$ cat src/hw/rtl/sqf_pkg.sv
// Shared constants, operation codes and pipeline control type for the Q-format ALU.
`timescale 1ns / 1ps

package sqf_pkg;

   localparam int WORD_WIDTH_DEFAULT    = 16;
   localparam int FRACTION_BITS_DEFAULT = 4;

   localparam logic [1:0] OP_ADD = 2'd0;
   localparam logic [1:0] OP_MUL = 2'd1;
   localparam logic [1:0] OP_DIV = 2'd2;

   typedef struct packed {
      logic       valid;
      logic [1:0] operation;
      logic       negate;
      logic       div_zero;
   } ctl_type;

endpackage

$ cat src/hw/rtl/sqf_front.sv
// Input register with multiply, then add/multiply finish and divider load stage.
`timescale 1ns / 1ps

module sqf_front #(
   parameter int WORD_WIDTH    = sqf_pkg::WORD_WIDTH_DEFAULT,
   parameter int FRACTION_BITS = sqf_pkg::FRACTION_BITS_DEFAULT
) (
   input  logic                                   clock,
   input  logic                                   reset,
   input  logic                                   advance,
   input  logic                                   req_valid,
   input  logic [1:0]                             req_operation,
   input  logic signed [WORD_WIDTH-1:0]           req_operand_a,
   input  logic signed [WORD_WIDTH-1:0]           req_operand_b,
   output sqf_pkg::ctl_type                       cell_ctl,
   output logic [WORD_WIDTH+FRACTION_BITS-1:0]    cell_work,
   output logic [WORD_WIDTH-1:0]                  cell_divisor
);

   localparam int WORK_WIDTH = WORD_WIDTH + FRACTION_BITS;
   localparam int PROD_WIDTH = 2 * WORD_WIDTH;
   localparam logic [PROD_WIDTH-1:0] HALF_LSB = PROD_WIDTH'(1) << (FRACTION_BITS - 1);
   localparam logic [WORD_WIDTH-1:0] WORD_MIN = {1'b1, {(WORD_WIDTH-1){1'b0}}};
   localparam logic [WORD_WIDTH-1:0] WORD_MAX = {1'b0, {(WORD_WIDTH-1){1'b1}}};

   logic                          a_valid_ff;
   logic [1:0]                    a_op_ff;
   logic signed [WORD_WIDTH:0]    a_sum_ff;
   logic signed [PROD_WIDTH-1:0]  a_prod_ff;
   logic signed [WORK_WIDTH:0]    a_num_ff;
   logic [WORD_WIDTH-1:0]         a_divisor_ff;

   logic signed [WORD_WIDTH:0]    a_sum_in;
   logic signed [PROD_WIDTH-1:0]  a_prod_in;
   logic signed [WORK_WIDTH:0]    num_base;
   logic signed [WORK_WIDTH:0]    num_half;
   logic signed [WORK_WIDTH:0]    a_num_in;

   sqf_pkg::ctl_type              b_ctl_ff;
   sqf_pkg::ctl_type              b_ctl_in;
   logic [WORK_WIDTH-1:0]         b_work_ff;
   logic [WORK_WIDTH-1:0]         b_work_in;
   logic [WORD_WIDTH-1:0]         b_divisor_ff;
   logic [WORD_WIDTH-1:0]         b_divisor_in;

   logic                          sum_ovf;
   logic [WORD_WIDTH-1:0]         sum_val;
   logic signed [PROD_WIDTH-1:0]  rounded;
   logic [PROD_WIDTH-FRACTION_BITS-WORD_WIDTH:0] rounded_top;
   logic                          mul_ovf;
   logic [WORD_WIDTH-1:0]         mul_val;
   logic [WORK_WIDTH:0]           num_neg;
   logic [WORK_WIDTH-1:0]         num_mag;
   logic [WORD_WIDTH-1:0]         divisor_neg;
   logic                          divisor_zero;

   assign a_sum_in  = {req_operand_a[WORD_WIDTH-1], req_operand_a}
                    + {req_operand_b[WORD_WIDTH-1], req_operand_b};
   assign a_prod_in = req_operand_a * req_operand_b;
   assign num_base  = {req_operand_a[WORD_WIDTH-1], req_operand_a, {FRACTION_BITS{1'b0}}};
   assign num_half  = {{(FRACTION_BITS+2){req_operand_b[WORD_WIDTH-1]}},
                       req_operand_b[WORD_WIDTH-1:1]};
   assign a_num_in  = (req_operand_a[WORD_WIDTH-1] == req_operand_b[WORD_WIDTH-1]) ?
                      num_base + num_half : num_base - num_half;

   always_ff @(posedge clock) begin
      if (reset) begin
         a_valid_ff <= 1'b0;
      end else if (advance) begin
         a_valid_ff <= req_valid;
      end
   end

   always_ff @(posedge clock) begin
      if (advance) begin
         a_op_ff      <= req_operation;
         a_sum_ff     <= a_sum_in;
         a_prod_ff    <= a_prod_in;
         a_num_ff     <= a_num_in;
         a_divisor_ff <= req_operand_b;
      end
   end

   assign sum_ovf = a_sum_ff[WORD_WIDTH] != a_sum_ff[WORD_WIDTH-1];
   assign sum_val = sum_ovf ? (a_sum_ff[WORD_WIDTH] ? WORD_MIN : WORD_MAX)
                            : a_sum_ff[WORD_WIDTH-1:0];

   assign rounded     = a_prod_ff + $signed(HALF_LSB);
   assign rounded_top = rounded[PROD_WIDTH-1:FRACTION_BITS+WORD_WIDTH-1];
   assign mul_ovf     = !((&rounded_top) || !(|rounded_top));
   assign mul_val     = mul_ovf ? (rounded[PROD_WIDTH-1] ? WORD_MIN : WORD_MAX)
                                : rounded[FRACTION_BITS+WORD_WIDTH-1:FRACTION_BITS];

   assign num_neg      = -a_num_ff;
   assign num_mag      = a_num_ff[WORK_WIDTH] ? num_neg[WORK_WIDTH-1:0]
                                              : a_num_ff[WORK_WIDTH-1:0];
   assign divisor_neg  = -a_divisor_ff;
   assign divisor_zero = a_divisor_ff == '0;

   always_comb begin
      b_ctl_in.valid     = a_valid_ff;
      b_ctl_in.operation = a_op_ff;
      b_ctl_in.negate    = a_num_ff[WORK_WIDTH] ^ a_divisor_ff[WORD_WIDTH-1];
      b_ctl_in.div_zero  = 1'b0;
      b_divisor_in       = a_divisor_ff[WORD_WIDTH-1] ? divisor_neg : a_divisor_ff;
      unique case (a_op_ff)
         sqf_pkg::OP_ADD: begin
            b_work_in = WORK_WIDTH'({sum_ovf, sum_val});
         end
         sqf_pkg::OP_MUL: begin
            b_work_in = WORK_WIDTH'({mul_ovf, mul_val});
         end
         sqf_pkg::OP_DIV: begin
            b_ctl_in.div_zero = divisor_zero;
            b_work_in         = divisor_zero ? '0 : num_mag;
         end
         default: begin
            b_work_in = '0;
         end
      endcase
   end

   always_ff @(posedge clock) begin
      if (reset) begin
         b_ctl_ff <= '0;
      end else if (advance) begin
         b_ctl_ff <= b_ctl_in;
      end
   end

   always_ff @(posedge clock) begin
      if (advance) begin
         b_work_ff          <= b_work_in;
         b_divisor_ff       <= b_divisor_in;
      end
   end

   assign cell_ctl     = b_ctl_ff;
   assign cell_work    = b_work_ff;
   assign cell_divisor = b_divisor_ff;

endmodule

$ cat src/hw/rtl/sqf_cell.sv
// One restoring divider cell: develops one quotient bit and passes the beat on.
`timescale 1ns / 1ps

module sqf_cell #(
   parameter int WORD_WIDTH = sqf_pkg::WORD_WIDTH_DEFAULT,
   parameter int WORK_WIDTH = sqf_pkg::WORD_WIDTH_DEFAULT + sqf_pkg::FRACTION_BITS_DEFAULT
) (
   input  logic                   clock,
   input  logic                   reset,
   input  logic                   advance,
   input  sqf_pkg::ctl_type       in_ctl,
   input  logic [WORK_WIDTH-1:0]  in_work,
   input  logic [WORD_WIDTH-2:0]  in_rem,
   input  logic [WORD_WIDTH-1:0]  in_divisor,
   output sqf_pkg::ctl_type       out_ctl,
   output logic [WORK_WIDTH-1:0]  out_work,
   output logic [WORD_WIDTH-2:0]  out_rem,
   output logic [WORD_WIDTH-1:0]  out_divisor
);

   sqf_pkg::ctl_type       ctl_ff;
   logic [WORK_WIDTH-1:0]  work_ff;
   logic [WORK_WIDTH-1:0]  work_in;
   logic [WORD_WIDTH-2:0]  rem_ff;
   logic [WORD_WIDTH-2:0]  rem_in;
   logic [WORD_WIDTH-1:0]  divisor_ff;

   logic                   step;
   logic [WORD_WIDTH-1:0]  trial;
   logic [WORD_WIDTH-1:0]  diff;
   logic                   fits;

   assign step  = (in_ctl.operation == sqf_pkg::OP_DIV) && !in_ctl.div_zero;
   assign trial = {in_rem, in_work[WORK_WIDTH-1]};
   assign fits  = trial >= in_divisor;
   assign diff  = trial - in_divisor;

   assign rem_in  = step ? (fits ? diff[WORD_WIDTH-2:0] : trial[WORD_WIDTH-2:0]) : in_rem;
   assign work_in = step ? {in_work[WORK_WIDTH-2:0], fits} : in_work;

   always_ff @(posedge clock) begin
      if (reset) begin
         ctl_ff <= '0;
      end else if (advance) begin
         ctl_ff <= in_ctl;
      end
   end

   always_ff @(posedge clock) begin
      if (advance) begin
         work_ff          <= work_in;
         rem_ff           <= rem_in;
         divisor_ff       <= in_divisor;
      end
   end

   assign out_ctl     = ctl_ff;
   assign out_work    = work_ff;
   assign out_rem     = rem_ff;
   assign out_divisor = divisor_ff;

endmodule

$ cat src/hw/rtl/sqf_out.sv
// Quotient sign and clamp, result register and skid stage on the response channel.
`timescale 1ns / 1ps

module sqf_out #(
   parameter int WORD_WIDTH = sqf_pkg::WORD_WIDTH_DEFAULT,
   parameter int WORK_WIDTH = sqf_pkg::WORD_WIDTH_DEFAULT + sqf_pkg::FRACTION_BITS_DEFAULT
) (
   input  logic                   clock,
   input  logic                   reset,
   input  sqf_pkg::ctl_type       in_ctl,
   input  logic [WORK_WIDTH-1:0]  in_work,
   output logic                   advance,
   input  logic                   rsp_stall,
   output logic                   rsp_valid,
   output logic [WORD_WIDTH-1:0]  rsp_result_value,
   output logic                   rsp_saturated,
   output logic                   rsp_divide_by_zero
);

   localparam int BEAT_WIDTH = WORD_WIDTH + 2;
   localparam logic [WORD_WIDTH-1:0] WORD_MIN = {1'b1, {(WORD_WIDTH-1){1'b0}}};
   localparam logic [WORD_WIDTH-1:0] WORD_MAX = {1'b0, {(WORD_WIDTH-1){1'b1}}};

   logic                   quotient_sel;
   logic [WORD_WIDTH-1:0]  q_low;
   logic [WORD_WIDTH-1:0]  q_neg;
   logic                   pos_sat;
   logic                   neg_sat;
   logic [WORD_WIDTH-1:0]  value;
   logic                   sat;
   logic [BEAT_WIDTH-1:0]  beat;

   logic                   out_valid_ff;
   logic                   out_valid_in;
   logic [BEAT_WIDTH-1:0]  out_beat_ff;
   logic [BEAT_WIDTH-1:0]  out_beat_in;
   logic                   skid_valid_ff;
   logic                   skid_valid_in;
   logic [BEAT_WIDTH-1:0]  skid_beat_ff;

   assign quotient_sel = (in_ctl.operation == sqf_pkg::OP_DIV) && !in_ctl.div_zero;
   assign q_low        = in_work[WORD_WIDTH-1:0];
   assign q_neg        = -q_low;
   assign pos_sat      = |in_work[WORK_WIDTH-1:WORD_WIDTH-1];
   assign neg_sat      = (|in_work[WORK_WIDTH-1:WORD_WIDTH])
                       || (in_work[WORD_WIDTH-1] && (|in_work[WORD_WIDTH-2:0]));

   always_comb begin
      if (!quotient_sel) begin
         sat   = in_work[WORD_WIDTH];
         value = q_low;
      end else if (in_ctl.negate) begin
         sat   = neg_sat;
         value = neg_sat ? WORD_MIN : q_neg;
      end else begin
         sat   = pos_sat;
         value = pos_sat ? WORD_MAX : q_low;
      end
   end

   assign beat    = {value, sat, in_ctl.div_zero};
   assign advance = !skid_valid_ff;

   always_comb begin
      out_valid_in  = out_valid_ff;
      out_beat_in   = out_beat_ff;
      skid_valid_in = skid_valid_ff;
      if (skid_valid_ff) begin
         if (!rsp_stall) begin
            out_beat_in   = skid_beat_ff;
            skid_valid_in = 1'b0;
         end
      end else if (in_ctl.valid) begin
         if (out_valid_ff && rsp_stall) begin
            skid_valid_in = 1'b1;
         end else begin
            out_valid_in = 1'b1;
            out_beat_in  = beat;
         end
      end else if (!rsp_stall) begin
         out_valid_in = 1'b0;
      end
   end

   always_ff @(posedge clock) begin
      if (reset) begin
         out_valid_ff  <= 1'b0;
         skid_valid_ff <= 1'b0;
      end else begin
         out_valid_ff  <= out_valid_in;
         skid_valid_ff <= skid_valid_in;
      end
   end

   always_ff @(posedge clock) begin
      out_beat_ff <= out_beat_in;
      if (!skid_valid_ff) begin
         skid_beat_ff <= beat;
      end
   end

   assign rsp_valid          = out_valid_ff;
   assign rsp_result_value   = out_beat_ff[BEAT_WIDTH-1:2];
   assign rsp_saturated      = out_beat_ff[1];
   assign rsp_divide_by_zero = out_beat_ff[0];

endmodule

$ cat src/hw/rtl/saturating_q_format_alu_core.sv
// Top level of the saturating Q-format add/multiply/divide unit.
//
//  channel | direction | handshake          | payload
//  req     | in        | req_valid/req_stall | req_operation, req_operand_a, req_operand_b
//  rsp     | out       | rsp_valid/rsp_stall | rsp_result_value, rsp_saturated,
//          |           |                     | rsp_divide_by_zero
//
// One beat per cycle in each direction while no stall holds the pipe. The row of divider cells
// develops the quotient, one quotient bit per cell.
// Reset clears all valid bits; nothing else needs clearing.
// rsp_stall fills a one-beat skid stage; req_stall rises only once that stage holds a beat,
// and the whole pipe holds until it drains.
`timescale 1ns / 1ps

module saturating_q_format_alu_core #(
   parameter int WORD_WIDTH    = sqf_pkg::WORD_WIDTH_DEFAULT,
   parameter int FRACTION_BITS = sqf_pkg::FRACTION_BITS_DEFAULT
) (
   input  logic                         clock,
   input  logic                         reset,
   input  logic                         req_valid,
   output logic                         req_stall,
   input  logic [1:0]                   req_operation,
   input  logic signed [WORD_WIDTH-1:0] req_operand_a,
   input  logic signed [WORD_WIDTH-1:0] req_operand_b,
   output logic                         rsp_valid,
   input  logic                         rsp_stall,
   output logic signed [WORD_WIDTH-1:0] rsp_result_value,
   output logic                         rsp_saturated,
   output logic                         rsp_divide_by_zero
);

   localparam int WORK_WIDTH = WORD_WIDTH + FRACTION_BITS;
   localparam int CELL_COUNT = WORK_WIDTH;

   logic                   advance;
   sqf_pkg::ctl_type       chain_ctl     [0:CELL_COUNT];
   logic [WORK_WIDTH-1:0]  chain_work    [0:CELL_COUNT];
   logic [WORD_WIDTH-2:0]  chain_rem     [0:CELL_COUNT];
   logic [WORD_WIDTH-1:0]  chain_divisor [0:CELL_COUNT];
   logic [WORD_WIDTH-1:0]  result_value;

   assign req_stall    = !advance;
   assign chain_rem[0] = '0;

   sqf_front #(
      .WORD_WIDTH    (WORD_WIDTH),
      .FRACTION_BITS (FRACTION_BITS)
   ) u_front (
      .clock         (clock),
      .reset         (reset),
      .advance       (advance),
      .req_valid     (req_valid),
      .req_operation (req_operation),
      .req_operand_a (req_operand_a),
      .req_operand_b (req_operand_b),
      .cell_ctl      (chain_ctl[0]),
      .cell_work     (chain_work[0]),
      .cell_divisor  (chain_divisor[0])
   );

   for (genvar i = 0; i < CELL_COUNT; i++) begin : g_cell
      sqf_cell #(
         .WORD_WIDTH (WORD_WIDTH),
         .WORK_WIDTH (WORK_WIDTH)
      ) u_cell (
         .clock       (clock),
         .reset       (reset),
         .advance     (advance),
         .in_ctl      (chain_ctl[i]),
         .in_work     (chain_work[i]),
         .in_rem      (chain_rem[i]),
         .in_divisor  (chain_divisor[i]),
         .out_ctl     (chain_ctl[i+1]),
         .out_work    (chain_work[i+1]),
         .out_rem     (chain_rem[i+1]),
         .out_divisor (chain_divisor[i+1])
      );
   end

   sqf_out #(
      .WORD_WIDTH (WORD_WIDTH),
      .WORK_WIDTH (WORK_WIDTH)
   ) u_out (
      .clock              (clock),
      .reset              (reset),
      .in_ctl             (chain_ctl[CELL_COUNT]),
      .in_work            (chain_work[CELL_COUNT]),
      .advance            (advance),
      .rsp_stall          (rsp_stall),
      .rsp_valid          (rsp_valid),
      .rsp_result_value   (result_value),
      .rsp_saturated      (rsp_saturated),
      .rsp_divide_by_zero (rsp_divide_by_zero)
   );

   assign rsp_result_value = $signed(result_value);

endmodule

$ cat config.mk
export PLATFORM = sky130hd
export DESIGN_NAME = saturating_q_format_alu_core
export DESIGN_NICKNAME = d
export VERILOG_FILES = /design/src/hw/rtl/sqf_pkg.sv /design/src/hw/rtl/sqf_front.sv /design/src/hw/rtl/sqf_cell.sv /design/src/hw/rtl/sqf_out.sv /design/src/hw/rtl/saturating_q_format_alu_core.sv
export SDC_FILE = /design/constraint.sdc
export NUM_CORES = 2
export LEC_CHECK = 0
export ABC_AREA = 1
export BUFFER_PORTS_ARGS = -buffer_cell sky130_fd_sc_hd__buf_2
export CORE_ASPECT_RATIO = 1.5
export CORE_MARGIN = 5
export CORE_UTILIZATION = 55
export DETAILED_ROUTE_END_ITERATION = 12
export MAX_ROUTING_LAYER = met4
export PLACE_DENSITY = 0.71
export SLEW_MARGIN = 20
export SYNTH_ARGS = -nofsm -noshare
export SYNTH_HDL_FRONTEND = slang
export SYNTH_HIERARCHICAL = 1
export SYNTH_SLANG_ARGS = --single-unit
$ cat constraint.sdc
create_clock -name clock -period 22.2 [get_ports clock]
set_input_delay 1.11 -clock clock [delete_from_list [all_inputs] [get_ports clock]]
set_output_delay 1.11 -clock clock [all_outputs]
set_load 0.05 [all_outputs]
### Word-level counts from Yosys, hierarchy flattened

Index checks and enable logic that the tools add are counted.

* mux-type cells: 84
* bitwise operators: 2
* equal/unequal tests: 29
* $lt $le $gt $ge: 20
* reduce and logical (&&, ||, !) cells: 59
* add/subtract/negate cells: 26
* multiply operators: 1

Operators with widths (count)
* $mux 15: 37
* $mux 20: 22
* $ge 16x16->1: 19
* $sub 15x15->15: 18
* $mux 16: 8
* $mux 18: 4
* $pmux 20 s3: 1
* $eq 2x2->1 const B: 22
* $add 32x5->32 const B: 1
* $mul 16x16->32: 1
* $neg 16->16: 2
* $logic_and 1x1->1: 23
* $logic_not 1->1: 23
* $add 20x15->21: 1
* $mux 21: 1
* $sub 20x15->21: 1
* $neg 20->20: 1
* $add 16x16->17: 1
* $ge 1x16->1: 1
* $logic_not 16->1: 1
* $reduce_or 15->1: 1
* $sub 1x15->15: 1
* $reduce_and 13->1: 1
* $reduce_or 13->1: 1
* 15 further kinds: 29

* input bits: 38
* logic and storage cells: 377
* register bits: 1257
* output and inout bits: 20

### Longest topological paths before layout

* depth after elaboration: 9
* mapped depth: 29
* mapped depth without buffers: 27

### By module

Netlist, hierarchy kept.

By module, submodules not included
* sqf_cell (g_cell[0].u_cell ...): instances 18, cells each 405, seq. area each 1631.6 um^2, area an instance 3419.5 um^2
* sqf_front: instances 1, cells each 2300, seq. area each 3723.6 um^2, area an instance 18585.3 um^2
* sqf_cell (g_cell[18].u_cell): instances 1, cells each 428, seq. area each 1631.6 um^2, area an instance 3435.8 um^2
* sqf_cell (g_cell[17].u_cell): instances 1, cells each 406, seq. area each 1631.6 um^2, area an instance 3372.0 um^2
* sqf_out: instances 1, cells each 263, seq. area each 1121.1 um^2, area an instance 2274.7 um^2
* saturating_q_format_alu_core: instances 1, cells each 2, seq. area each 0.0 um^2, area an instance 7.5 um^2

### Worst setup path before layout

OpenSTA, ideal clock, no wires.

* path kind: reg-to-output
* start: register u_out.skid_valid_ff
* end: output port req_stall
* arrival time: 19749 ps
* cell stages (with the launch flop): 5
* slack: 1341 ps
* path through: dfxtp_1 > clkbuf_1 > inv_1 > buf_2 > inv_1

RTL lines
* from (decl): RTL line sqf_out.sv:37 `logic skid_valid_ff;`
* from (signal assigned): RTL line sqf_out.sv:91 `skid_valid_ff <= skid_valid_in;`
* to (decl): RTL line saturating_q_format_alu_core.sv:22 `output logic req_stall,`

No word-level cell between the ends.

### Final worst setup path

* start: input port req_operand_b[2]
* end: register u_front.a_prod_ff[29], data pin

* cells in the longest elaborated chain, start to end: 1

Ends and longest elaborated chain
* from (decl): RTL line saturating_q_format_alu_core.sv:25 `input logic signed [WORD_WIDTH-1:0] req_operand_b,`
* $mul 16x16->32: RTL line sqf_front.sv:59 `assign a_prod_in = req_operand_a * req_operand_b;`
* net u_front.a_prod_in[29]: RTL line sqf_front.sv:34 `logic signed [PROD_WIDTH-1:0] a_prod_in;`
* to (signal assigned): RTL line sqf_front.sv:78 `a_prod_ff <= a_prod_in;`
* to (decl): RTL line sqf_front.sv:29 `logic signed [PROD_WIDTH-1:0] a_prod_ff;`

The timed path passes the listed nets, and every way through them passes these cells.
A chain may end at the register's enable or synchronous reset.

==> reports/results.txt <==
Min Tclk post-route: 6640 ps
Total gr overflow: 0
Post-Syn Instances: 10500
WL per Instance: 18.7 um
DRT Pass-1 Iters: 6
Detail Placement HPWL: 187000 um
Routed WL: 237000 um
# Post-CTS Setup Buffers: 0
Nature of the critical path startpoint: input pin
Hold buffers post-CTS: 0
Rel. slew slack: 32.2%
Slowest CP cell: fa_1
Clock Latency Late Sink: 800 ps
Clock-pin slew on the worst setup and hold paths: 70 ps
First-pass GRT wire length: 368000 um
Worst hold slack: 428 ps
Final Hold Viols: 0
Max FO, Critical Path: 19
Clock Skew: 35.5 ps
Finished layout cell area: 93900 um2
Pwr/cell area: 119 nW/um2
GRT Overall Usage: 28.9%
Crit. Startpoint: req_operand_b[2]
Worst min path class: flip-flop to flip-flop
CP endpoint kind: flip-flop
Vias/cell: 5.34
Io pins: 58
Leading cell type in the layout, fill and taps excluded: nand2_1
Post-route ant nets: 0
DRC: 0
Synth-to-Final Area Change: 7.37%
Total CTS buffers: 130
RD Place Congestion: 0.998
Vias in the first global route: 69300
Initial Util: 55.2%
Routed vias: 67900
Critical path type: input pin to flip-flop
Status: complete, no violations
Post-Syn Area: 87400 um2
Dpl cell area: 89500 um2
Reg2reg setup slack: 16730 ps
Die Y: 498 um
Final period util: 29.9%
CP arrival: 7180 ps
H-tree depth: 4
CP Cell Sequence: buf_2, nand2_1, inv_1, fa_1, fa_1, fa_1, fa_1, fa_1, inv_1, fa_1, inv_1, ha_1, a21oi_1, o21ai_0, a21oi_1, nand3_1, a21o_1, nand2_1, inv_1, o21ai_0, nand2_1
Ratio of cells with drive above 1 in the final layout: 10.3%
Clock sink count: 1253
RSZ-0062 raised after global routing: no
Post-CTS sizing: 0
Worst r2r src: u_out/skid_valid_ff
PortBufs: 57
Crit-path max cell delay: 900 ps
Most used cell, CP: fa_1
Synthesized area per cell: 8.35 um2
Final setup violation count: 0
Hold path depth: 0
Worst Tran Pin Value: 1020 ps
Max-Cap Viols: 0
Rows: 179
Setup TNS: 0 ps
CTS tree: done
Buf/Inv on CP: 5
Fin. max-slew vios: 0
Peak Freq: 0.151 GHz
Core area: 158000 um2
Synthesis Warnings: 6
Worst path depth: 21
Drt first-iter violations: 4049
Die footprint: 167000 um2
Most frequent cells in the layout: nand2_1, inv_1, edfxtp_1, nand3_1, ha_1
CP delay by family, top: adder cells
Reg2reg end: g_cell[5].u_cell/out_ctl[0]
Dpl ws: 14780 ps
CTS max path bufs: 3
Worst Setup EP: u_front/a_prod_ff[29]
WP data required: 22740 ps
Leak: 47.0 nW
PnR Total Power: 11.2 mW
Reg2reg path depth: 9
Largest net degree at the start of global routing: 194
CTS Root Cell: clkbuf_16
Die span in x: 336 um
Worst vdd ir: 0.480 mV
Initial antenna violation count: 7
Nets: 11300
Final worst setup slack: 15560 ps
[state kept, by name, indices dropped and copies added, names as in the netlist]
name / cells
u_front/cell_work: 20
u_front/a_valid_ff: 1
u_front/a_num_ff: 21
u_out/skid_beat_ff: 18
g_cell.u_cell/out_rem: 285
u_front/cell_divisor: 16
u_out/rsp_valid: 1
u_out/skid_valid_ff: 1
g_cell.u_cell/out_ctl: 100
u_front/cell_ctl: 5
u_front/a_divisor_ff: 15
u_front/a_prod_ff: 29
g_cell.u_cell/out_divisor: 304
u_front/a_sum_ff: 17
u_out/out_beat_ff: 18
u_front/a_op_ff: 2
g_cell.u_cell/out_work: 400
[final cells by class]
type / count / area [um2]
antenna: 6 / 15.0
clock buffer: 162 / 3460
clock inverter: 80 / 866
fill: 14100 / 64500
inverter: 1862 / 7060
multi-input combinational: 7181 / 42700
sequential: 1253 / 36500
tap: 2081 / 2600
timing repair buffer: 94 / 594
[power by group]
group | total [mW] | internal (mW) | leakage [nW] | switching [mW]
Combinational | 5.30 | 1.87 | 31.4 | 3.43
Sequential | 3.69 | 3.29 | 13.5 | 0.394
Clock | 2.22 | 1.24 | 2.09 | 0.986
Total | 11.2 | 6.40 | 47.0 | 4.81
[how the worst min path moves through the flow]
stage / start / endpoint / slack [ps]
finish: g_cell[2].u_cell/out_divisor[14] / g_cell[3].u_cell/out_divisor[14] / 430
CTS: g_cell[11].u_cell/out_divisor[4] / g_cell[12].u_cell/out_divisor[4] / 430
global placement: g_cell[0].u_cell/out_divisor[6] / g_cell[1].u_cell/out_divisor[6] / 430
detailed placement: u_front/cell_divisor[9] / g_cell[0].u_cell/out_divisor[9] / 430
global route: g_cell[11].u_cell/out_divisor[4] / g_cell[12].u_cell/out_divisor[4] / 450
floorplan: u_front/cell_divisor[10] / g_cell[0].u_cell/out_divisor[10] / 430
[layer usage]
layer | GRT usage, % | vias to the layer above | part of all wire, %
li1 | - | 33300 | -
met1 | 25.9 | 31700 | 32
met2 | 53.5 | 1910 | 54
met3 | 3.47 | 968 | 3.4
met4 | 24.2 | 0 | 11
met5 | - | - | 0
[worst reg2reg max path: stages (launching register included)]
cell and delay (ps):
dfxtp_1 370, inv_8 510, buf_4 820, buf_4 640, buf_4 870, buf_4 880
buf_6 800, inv_1 250, nand2_1 120, a21oi_1 60
[through the flow]
stage / std cells / util [%]
5_1_grt: 12700 / 59.3
3_5_place_dp: 12500 / 56.5
4_1_cts: 12700 / 59.3
3_3_place_gp: 12500 / 56.5
2_1_floorplan: 10500 / -
6_report: 12700 / 59.3
No activity file was read; power rests on OpenSTA's default activity.
